<file path="src/hw/rtl/chm_pkg.sv">
// chm_pkg: shared codes and the command/status structs for the hash map core
// used by chm_ctrl, chm_dpath and chained_hash_map_with_sorted_keys_core
// no dependencies
package chm_pkg;

    // operation codes on the func field
    localparam logic [1:0] FN_FIND  = 2'd0;
    localparam logic [1:0] FN_ENTER = 2'd1;
    localparam logic [1:0] FN_REMOVE = 2'd2;
    localparam logic [1:0] FN_READ  = 2'd3;

    // result status codes
    localparam logic [2:0] ST_OK       = 3'd0;
    localparam logic [2:0] ST_PRESENT  = 3'd1;
    localparam logic [2:0] ST_NOTFOUND = 3'd2;
    localparam logic [2:0] ST_FULL     = 3'd3;
    localparam logic [2:0] ST_RANGE    = 3'd4;

    // datapath micro-operations
    localparam logic [4:0] OP_NONE     = 5'd0;
    localparam logic [4:0] OP_LOAD     = 5'd1;
    localparam logic [4:0] OP_DIV      = 5'd2;
    localparam logic [4:0] OP_HEAD_RD  = 5'd3;
    localparam logic [4:0] OP_HEAD_TAKE = 5'd4;
    localparam logic [4:0] OP_ENT_RD   = 5'd5;
    localparam logic [4:0] OP_ENT_CHK  = 5'd6;
    localparam logic [4:0] OP_ALLOC_RD = 5'd7;
    localparam logic [4:0] OP_ALLOC    = 5'd8;
    localparam logic [4:0] OP_SRT_RD   = 5'd9;
    localparam logic [4:0] OP_INS_CHK  = 5'd10;
    localparam logic [4:0] OP_INS_PUT  = 5'd11;
    localparam logic [4:0] OP_UNLINK   = 5'd12;
    localparam logic [4:0] OP_SRT_RD_I = 5'd13;
    localparam logic [4:0] OP_SRCH_CHK = 5'd14;
    localparam logic [4:0] OP_SRT_RD_N = 5'd15;
    localparam logic [4:0] OP_SHIFT_DN = 5'd16;
    localparam logic [4:0] OP_DEC      = 5'd17;
    localparam logic [4:0] OP_POS_RD   = 5'd18;
    localparam logic [4:0] OP_POS_TAKE = 5'd19;
    localparam logic [4:0] OP_DONE     = 5'd20;

    // controller to datapath
    typedef struct packed {
        logic [4:0] op;
        logic       cfg_we;
        logic       res_found;
        logic [2:0] res_status;
    } t_cmd;

    // datapath to controller
    typedef struct packed {
        logic [1:0] func;
        logic       div_done;
        logic       cur_nil;
        logic       key_hit;
        logic       full;
        logic       idx_zero;
        logic       less;
        logic       idx_lt_cnt;
        logic       srt_eq;
        logic       idx1_lt_cnt;
        logic       pos_ok;
        logic       out_free;
    } t_stat;

endpackage

</file>
<file path="src/hw/rtl/chm_ctrl.sv">
// chm_ctrl: sequencer for the hash map core, issues one micro-op per cycle
// depends on chm_pkg (t_cmd, t_stat, op and status codes)
module chm_ctrl (
    input  logic          i_clk,
    input  logic          i_rst_n,
    input  logic          i_valid,
    input  logic          i_cfg_valid,
    input  chm_pkg::t_stat i_st,
    output chm_pkg::t_cmd o_cmd,
    output logic          o_stall,
    output logic          o_cfg_ready
);
    import chm_pkg::*;

    localparam logic [4:0] S_IDLE   = 5'd0;
    localparam logic [4:0] S_START  = 5'd1;
    localparam logic [4:0] S_DIV    = 5'd2;
    localparam logic [4:0] S_HTAKE  = 5'd3;
    localparam logic [4:0] S_WALK   = 5'd4;
    localparam logic [4:0] S_ECHK   = 5'd5;
    localparam logic [4:0] S_HIT    = 5'd6;
    localparam logic [4:0] S_MISS   = 5'd7;
    localparam logic [4:0] S_ALLOC  = 5'd8;
    localparam logic [4:0] S_IRD    = 5'd9;
    localparam logic [4:0] S_ICHK   = 5'd10;
    localparam logic [4:0] S_IPUT   = 5'd11;
    localparam logic [4:0] S_SRD    = 5'd12;
    localparam logic [4:0] S_SCHK   = 5'd13;
    localparam logic [4:0] S_NRD    = 5'd14;
    localparam logic [4:0] S_SHIFT  = 5'd15;
    localparam logic [4:0] S_PTAKE  = 5'd16;
    localparam logic [4:0] S_DONE   = 5'd17;

    logic [4:0] r_state, n_state;
    logic       r_found, n_found;
    logic [2:0] r_status, n_status;
    logic       idle;

    assign idle        = (r_state == S_IDLE);
    assign o_stall     = !idle;
    assign o_cfg_ready = idle;

    // next state and micro-op
    always_comb begin
        n_state  = r_state;
        n_found  = r_found;
        n_status = r_status;
        o_cmd            = '0;
        o_cmd.op         = OP_NONE;
        o_cmd.cfg_we     = i_cfg_valid && idle;
        o_cmd.res_found  = r_found;
        o_cmd.res_status = r_status;
        unique case (r_state)
            S_IDLE: begin
                if (i_valid) begin
                    o_cmd.op = OP_LOAD;
                    n_state  = S_START;
                end
            end
            S_START: begin
                if (i_st.func == FN_READ) begin
                    if (i_st.pos_ok) begin
                        o_cmd.op = OP_POS_RD;
                        n_state  = S_PTAKE;
                    end else begin
                        n_found  = 1'b0;
                        n_status = ST_RANGE;
                        n_state  = S_DONE;
                    end
                end else begin
                    n_state = S_DIV;
                end
            end
            S_PTAKE: begin
                o_cmd.op = OP_POS_TAKE;
                n_state  = S_DIV;
            end
            S_DIV: begin
                if (i_st.div_done) begin
                    o_cmd.op = OP_HEAD_RD;
                    n_state  = S_HTAKE;
                end else begin
                    o_cmd.op = OP_DIV;
                end
            end
            S_HTAKE: begin
                o_cmd.op = OP_HEAD_TAKE;
                n_state  = S_WALK;
            end
            S_WALK: begin
                if (i_st.cur_nil) begin
                    n_state = S_MISS;
                end else begin
                    o_cmd.op = OP_ENT_RD;
                    n_state  = S_ECHK;
                end
            end
            S_ECHK: begin
                o_cmd.op = OP_ENT_CHK;
                n_state  = i_st.key_hit ? S_HIT : S_WALK;
            end
            S_HIT: begin
                n_found  = 1'b1;
                n_status = ST_OK;
                n_state  = S_DONE;
                case (i_st.func)
                    FN_ENTER:  n_status = ST_PRESENT;
                    FN_REMOVE: begin
                        o_cmd.op = OP_UNLINK;
                        n_state  = S_SRD;
                    end
                    default: ;
                endcase
            end
            S_MISS: begin
                n_found  = 1'b0;
                n_status = ST_NOTFOUND;
                n_state  = S_DONE;
                case (i_st.func)
                    FN_ENTER: begin
                        if (i_st.full) begin
                            n_status = ST_FULL;
                        end else begin
                            n_status = ST_OK;
                            o_cmd.op = OP_ALLOC_RD;
                            n_state  = S_ALLOC;
                        end
                    end
                    FN_READ: begin
                        n_found  = 1'b1;
                        n_status = ST_OK;
                    end
                    default: ;
                endcase
            end
            S_ALLOC: begin
                o_cmd.op = OP_ALLOC;
                n_state  = S_IRD;
            end
            S_IRD: begin
                if (i_st.idx_zero) begin
                    n_state = S_IPUT;
                end else begin
                    o_cmd.op = OP_SRT_RD;
                    n_state  = S_ICHK;
                end
            end
            S_ICHK: begin
                o_cmd.op = OP_INS_CHK;
                n_state  = i_st.less ? S_IRD : S_IPUT;
            end
            S_IPUT: begin
                o_cmd.op = OP_INS_PUT;
                n_state  = S_DONE;
            end
            S_SRD: begin
                if (i_st.idx_lt_cnt) begin
                    o_cmd.op = OP_SRT_RD_I;
                    n_state  = S_SCHK;
                end else begin
                    n_state = S_DONE;
                end
            end
            S_SCHK: begin
                o_cmd.op = OP_SRCH_CHK;
                n_state  = i_st.srt_eq ? S_NRD : S_SRD;
            end
            S_NRD: begin
                if (i_st.idx1_lt_cnt) begin
                    o_cmd.op = OP_SRT_RD_N;
                    n_state  = S_SHIFT;
                end else begin
                    o_cmd.op = OP_DEC;
                    n_state  = S_DONE;
                end
            end
            S_SHIFT: begin
                o_cmd.op = OP_SHIFT_DN;
                n_state  = S_NRD;
            end
            S_DONE: begin
                if (i_st.out_free) begin
                    o_cmd.op = OP_DONE;
                    n_state  = S_IDLE;
                end
            end
            default: n_state = S_IDLE;
        endcase
    end

    // state register
    always_ff @(posedge i_clk) begin
        if (!i_rst_n) begin
            r_state  <= S_IDLE;
            r_found  <= 1'b0;
            r_status <= ST_OK;
        end else begin
            r_state  <= n_state;
            r_found  <= n_found;
            r_status <= n_status;
        end
    end

endmodule

</file>
<file path="config.mk">
export PLATFORM = sky130hd
export DESIGN_NAME = chm_ctrl
export DESIGN_NICKNAME = d
export VERILOG_FILES = /design/src/hw/rtl/chm_pkg.sv /design/src/hw/rtl/chm_ctrl.sv
export SDC_FILE = /design/constraint.sdc
export NUM_CORES = 1
export LEC_CHECK = 0
export ABC_AREA = 0
export BUFFER_PORTS_ARGS = -buffer_cell sky130_fd_sc_hd__buf_2
export CAP_MARGIN = 10
export CORE_ASPECT_RATIO = 1.1
export CORE_MARGIN = 2
export CORE_UTILIZATION = 35
export DETAILED_ROUTE_END_ITERATION = 8
export HOLD_SLACK_MARGIN = 0.1
export SLEW_MARGIN = 40
export SYNTH_ARGS = -nofsm -noshare
export SYNTH_HDL_FRONTEND = slang
export SYNTH_SLANG_ARGS = --single-unit
</file>
<file path="constraint.sdc">
create_clock -name i_clk -period 1.5 [get_ports i_clk]
set_input_delay 0.3 -clock i_clk [delete_from_list [all_inputs] [get_ports i_clk]]
set_output_delay 0.3 -clock i_clk [all_outputs]
set_load 0.02 [all_outputs]
</file>
==> results of run 1 <==
## critical path: cells and delay by family (launching register included)
kind | cells | cell delay (ns)
AO/OA/AOI/OAI | 2 | 0.50
buffers and inverters | 2 | 0.28
flip-flops | 1 | 0.33
AND/OR/NAND/NOR | 2 | 0.37
## cell usage after synthesis (all sizes together) (3+ instances only)
cell type / instances / share of area
nand2b: 3 / 0.020
clkbuf: 3 / 0.012
nor4b: 3 / 0.028
o21ai: 5 / 0.027
nand2: 6 / 0.024
a21boi: 5 / 0.040
a21oi: 7 / 0.037
inv: 8 / 0.032
nand3: 7 / 0.037
or4: 3 / 0.032
nor3: 8 / 0.043
dfxtp: 9 / 0.19
nor2: 5 / 0.020
buf: 9 / 0.056
a211oi: 3 / 0.024
a31oi: 3 / 0.020
## flip-flops by register name, summed over array words and instances, names as in the netlist
signal    flops
r_found       1
r_state       5
r_status      3
## final cells by class
class	instances	share of cell area
Clock buffer	4	0.0161
Inverter	8	0.0184
Multi-Input combinational cell	97	0.487
Sequential cell	9	0.119
Tap cell	31	0.0238
Timing Repair Buffer	75	0.335
## power by group
group	total, mW	internal, mW	switching, mW
Sequential	0.299	0.264	0.0344
Clock	0.188	0.103	0.0856
Combinational	0.942	0.472	0.470
Total	1.43	0.838	0.590
## per-layer routing
metal,up-vias,share of wire
li1,614,-
met1,609,0.44
met2,26,0.52
met3,7,0.026
met4,0,0.015
met5,-,0
## worst max path at each step
stage / slack (ns) / cells past startpoint / start / end
CTS: -0.53 / 6 / r_state[1] / o_cmd[5]
finish: -0.54 / 6 / r_state[1] / o_cmd[5]
detailed placement: -0.32 / 6 / r_state[0] / o_cmd[5]
global placement: -0.28 / 6 / r_state[1] / o_cmd[6]
global route: -0.58 / 6 / r_state[1] / o_cmd[5]
floorplan: -0.15 / 5 / r_state[2] / o_cmd[5]
## through the flow
step,setup slack [ns],TNS [ns],utilization,cells,hold slack [ns]
3_3_place_gp,-0.283,-2.12,0.562,213,0.443
6_report,-0.544,-4.69,0.646,224,0.350
5_1_grt,-0.581,-5.57,0.646,224,0.350
2_1_floorplan,-0.150,-0.670,-,126,0.476
4_1_cts,-0.532,-4.39,0.624,223,0.349
3_5_place_dp,-0.319,-2.43,0.562,213,0.457
## cell families (layout without fill, tap and decap cells)
group | after synthesis | after routing | synth area share
and+or+nand+nor | 56 | 56 | 0.385
AOI/OAI and AO/OA | 39 | 39 | 0.301
buffers and inverters | 20 | 87 | 0.100
DFF | 9 | 9 | 0.193
muxes | 2 | 2 | 0.0214
## repair_timing
action / 4_1_cts / 5_1_grt
buffers inserted: 6 / 2
pin swaps: 6 / 3
hold buffers: 0 / 0
endpoints found under the setup margin: 15 / 17
resized for setup: 24 / 12
==> impl_metrics.ini, run 1 <==
[route]
detail-route-antenna-nets = 0
drc = 0
dr.pass1.iters = 4
wl_per_cell_um = 15.8
vias_per_cell = 5.61
vias = 1256
drt_wl_total_um = 3540
drtIter0Drc = 44

[sta]
finalSetupViolations = 16
max_slew_margin = 0.724
slew_violations = 0
fmax_mhz = 489
tightest_slew_ns = 0.411
fin_crit_sh = 1.36
finalClockSkew_ns = 0.00132
min_period_ns = 2.04
hold_violations = 0
timing.final.ws_setup_ns = -0.544
grt_setup_unrepaired = true

[synth]
ys_types = 48
synth_flop_cell = dfxtp_1
synth_edf_count = 0
synthCells = 126
synth_nets = 143
async_reset_ff_frac = 0
synth_area_um2 = 936
synth-seq-area-share = 0.193
ys_ff_latch = 9
ys_warn_count = 0
avgSynthCellArea_um2 = 7.43

[cells_and_area]
final_common_cell = buf_4
fillCellCount = 230
seq_area_um2 = 194
multi_input_area_um2 = 793
fin_area_um2 = 1630
antenna_cells = 0
drive_gt1_frac = 0.575
nets = 211
area_growth_pct = 73.9
mostFrequentLayoutCells = buf_4 (42), buf_2 (24), inv_1 (8), buf_6 (8), a21oi_1 (7)

[cts]
cts_tree = built
root_buffer = clkbuf_4
clock_path_buffers = 2
insertion_delay_ns = 0.26
cts_buffers = 3
clk_pin_slew_ns = 0.06
h-tree-depth = 1
numClockSinks = 9

[flow_run]
maxCapViolations = 0

[global_route]
grt_start_max_net_pins = 14
grtUsageTotal = 0.242
antenna_found_initial = 0
grt_pass1_wl_um = 5570
grt_pass1_vias = 1203
use_met2 = 0.427
use_met1 = 0.302
grt_busiest_layer = met2
met3_usage = 0.0180
grt_overflow_total = 0

[floorplan]
start_util = 0.371
rows = 19
dieHeight_um = 58.2
core_area_um2 = 2520
io-pin-count = 29
dieArea_um2 = 3100
die_x_um = 53.3

[critical_path]
r2r_cells = 6
worstPathCellList = buf_6 > and4bb_2 > and2_4 > a211o_1 > a211o_1 > buf_6
crit_arrival_ns = 1.74
crit_type = reg2out
r2r_slack_ns = -0.35
endpoint_kind = output port
startpoint_type = flop
cp_slowest_cell = dfxtp_2
crit_required_ns = 1.20
critPathMaxFanout = 10
r2r-start = r_state[4]
r2r_end = r_status[0]
crit_path_max_incr_delay_ns = 0.33

[power_and_ir_drop]
p_per_area_nw_per_um2 = 878
leakage_nw = 0.733
finalPower_mw = 1.43
worst_ir_drop_vdd_uv = 606

[status]
violations = setup timing
status = finished with violations

[hold_path]
whs_path_depth = 2
whs_endpoint = r_state[4]
holdCritPathClass = in2reg
hold_start = i_rst_n

[place]
dpl_cell_area_um2 = 1420
gp_congestion = 0.965
port_buffers = 28
dp_hpwl_um = 2720
Power figures use the tool's default switching activity.
==> run 2, diff against run 1 <==
==> constraint.sdc (replaced) <==
create_clock -name i_clk -period 1.5 [get_ports i_clk]
set_input_delay 0.075 -clock i_clk [delete_from_list [all_inputs] [get_ports i_clk]]
set_output_delay 0.075 -clock i_clk [all_outputs]
set_load 0.02 [all_outputs]
==> impl_metrics.ini, run 2 (synthesis gave the netlist of run 1 again) <==
[status]
status = finished with violations
violations = setup timing

[floorplan]
core_area_um2 = 2520
die_x_um = 53.3
io-pin-count = 29
rows = 19
dieArea_um2 = 3100
dieHeight_um = 58.2
start_util = 0.371

[global_route]
grt_pass1_wl_um = 5130
antenna_found_initial = 0
grt_overflow_total = 0
grtUsageTotal = 0.223
grt_start_max_net_pins = 13
grt_pass1_vias = 1138

[power_and_ir_drop]
finalPower_mw = 1.42
p_per_area_nw_per_um2 = 888
worst_ir_drop_vdd_uv = 879
leakage_nw = 0.682

[critical_path]
crit_arrival_ns = 1.70
endpoint_kind = output port
startpoint_type = flop
critPathMaxFanout = 4
crit_required_ns = 1.42
r2r_cells = 4
crit_type = reg2out

[route]
dr.pass1.iters = 4
drt_wl_total_um = 3500
drc = 0
detail-route-antenna-nets = 0
drtIter0Drc = 40
wl_per_cell_um = 16.5
vias_per_cell = 5.89
vias = 1249

[cts]
numClockSinks = 9
insertion_delay_ns = 0.25
h-tree-depth = 1
cts_tree = built
root_buffer = clkbuf_4
clock_path_buffers = 2
cts_buffers = 3
clk_pin_slew_ns = 0.06

[place]
placed_cells = 198
port_buffers = 28
gp_congestion = 0.881
dp_hpwl_um = 2420

[sta]
fmax_mhz = 562
timing.final.ws_setup_ns = -0.278
finalClockSkew_ns = 0.00389
fin_crit_sh = 1.19
slew_violations = 0
grt_setup_unrepaired = true
tightest_slew_ns = 0.416
max_slew_margin = 0.721
min_period_ns = 1.78
finalSetupViolations = 11
whs_ns = 0.135
hold_violations = 0

[cells_and_area]
mostFrequentLayoutCells = buf_4 (31), buf_2 (23), inv_1 (8)
seq_area_um2 = 199
antenna_cells = 0
drive_gt1_frac = 0.564
regMostFlops = r_state
final_cells = 212
area_growth_pct = 70.5
multi_input_area_um2 = 835
largest_reg_flops = 5
largest_registers = r_state (5), r_status (3), r_found (1)
nets = 199
fillCellCount = 245
final_common_cell = buf_4

[hold_path]
whs_path_depth = 2
holdCritPathClass = in2reg

[flow_run]
maxCapViolations = 0
## run 2: changes by cell type in the layout (fill, tap and decap cells not counted), sizes merged
cell  change
buf      -12
## run 2: layout make-up
type | count | area share
repair buffers | 63 | 0.293
multi-input cells | 97 | 0.523
clock buffers | 4 | 0.0165
inverters | 8 | 0.0188
well taps | 31 | 0.0243
flip-flops and latches | 9 | 0.125
## run 2: repair_timing
| action | CTS | global route |
|---|---|---|
| setup endpoints to repair | 17 | 13 |
| gates resized for setup | 29 | 27 |
| pin swaps | 12 | 10 |
| hold buffers | 0 | 0 |
| buffers inserted | 5 | 5 |
## run 2: report_power, final
part	switching [mW]	internal (mW)
Combinational	0.477	0.458
Sequential	0.0353	0.266
Clock	0.0786	0.102
## run 2: metal layers
layer  share of wire  GRT usage
met5               0          0
met4          0.0089     0.0586
met1            0.40      0.273
met3           0.049     0.0335
met2            0.54      0.399
## run 2: worst paths after layout
check	start	end	slack, ns
worst max-delay path	r_state[1]	o_cmd[5]	-0.28
worst min-delay path	i_rst_n	r_state[1]	0.13
worst max register to register	r_state[2]	r_found	-0.12
worst min register to register	r_status[0]	r_status[0]	0.47
## run 2: stage by stage
step	setup TNS [ns]	cell area, µm²	worst slack [ns]	utilization
4_1_cts	-1.61	1440	-0.308	0.570
2_1_floorplan	-0.0918	948	-0.0369	-
6_report	-1.68	1600	-0.278	0.633
5_1_grt	-2.39	1600	-0.372	0.633
3_3_place_gp	-0.572	1260	-0.111	0.499
3_5_place_dp	-0.923	1260	-0.105	0.499
## run 2: worst max-delay path, stage by stage, from the launching register on
cell	delay, ns
dfxtp_4	0.36
buf_6	0.12
and4bb_2	0.23
and2_4	0.15
a211o_1	0.21
a211o_1	0.24
buf_6	0.13
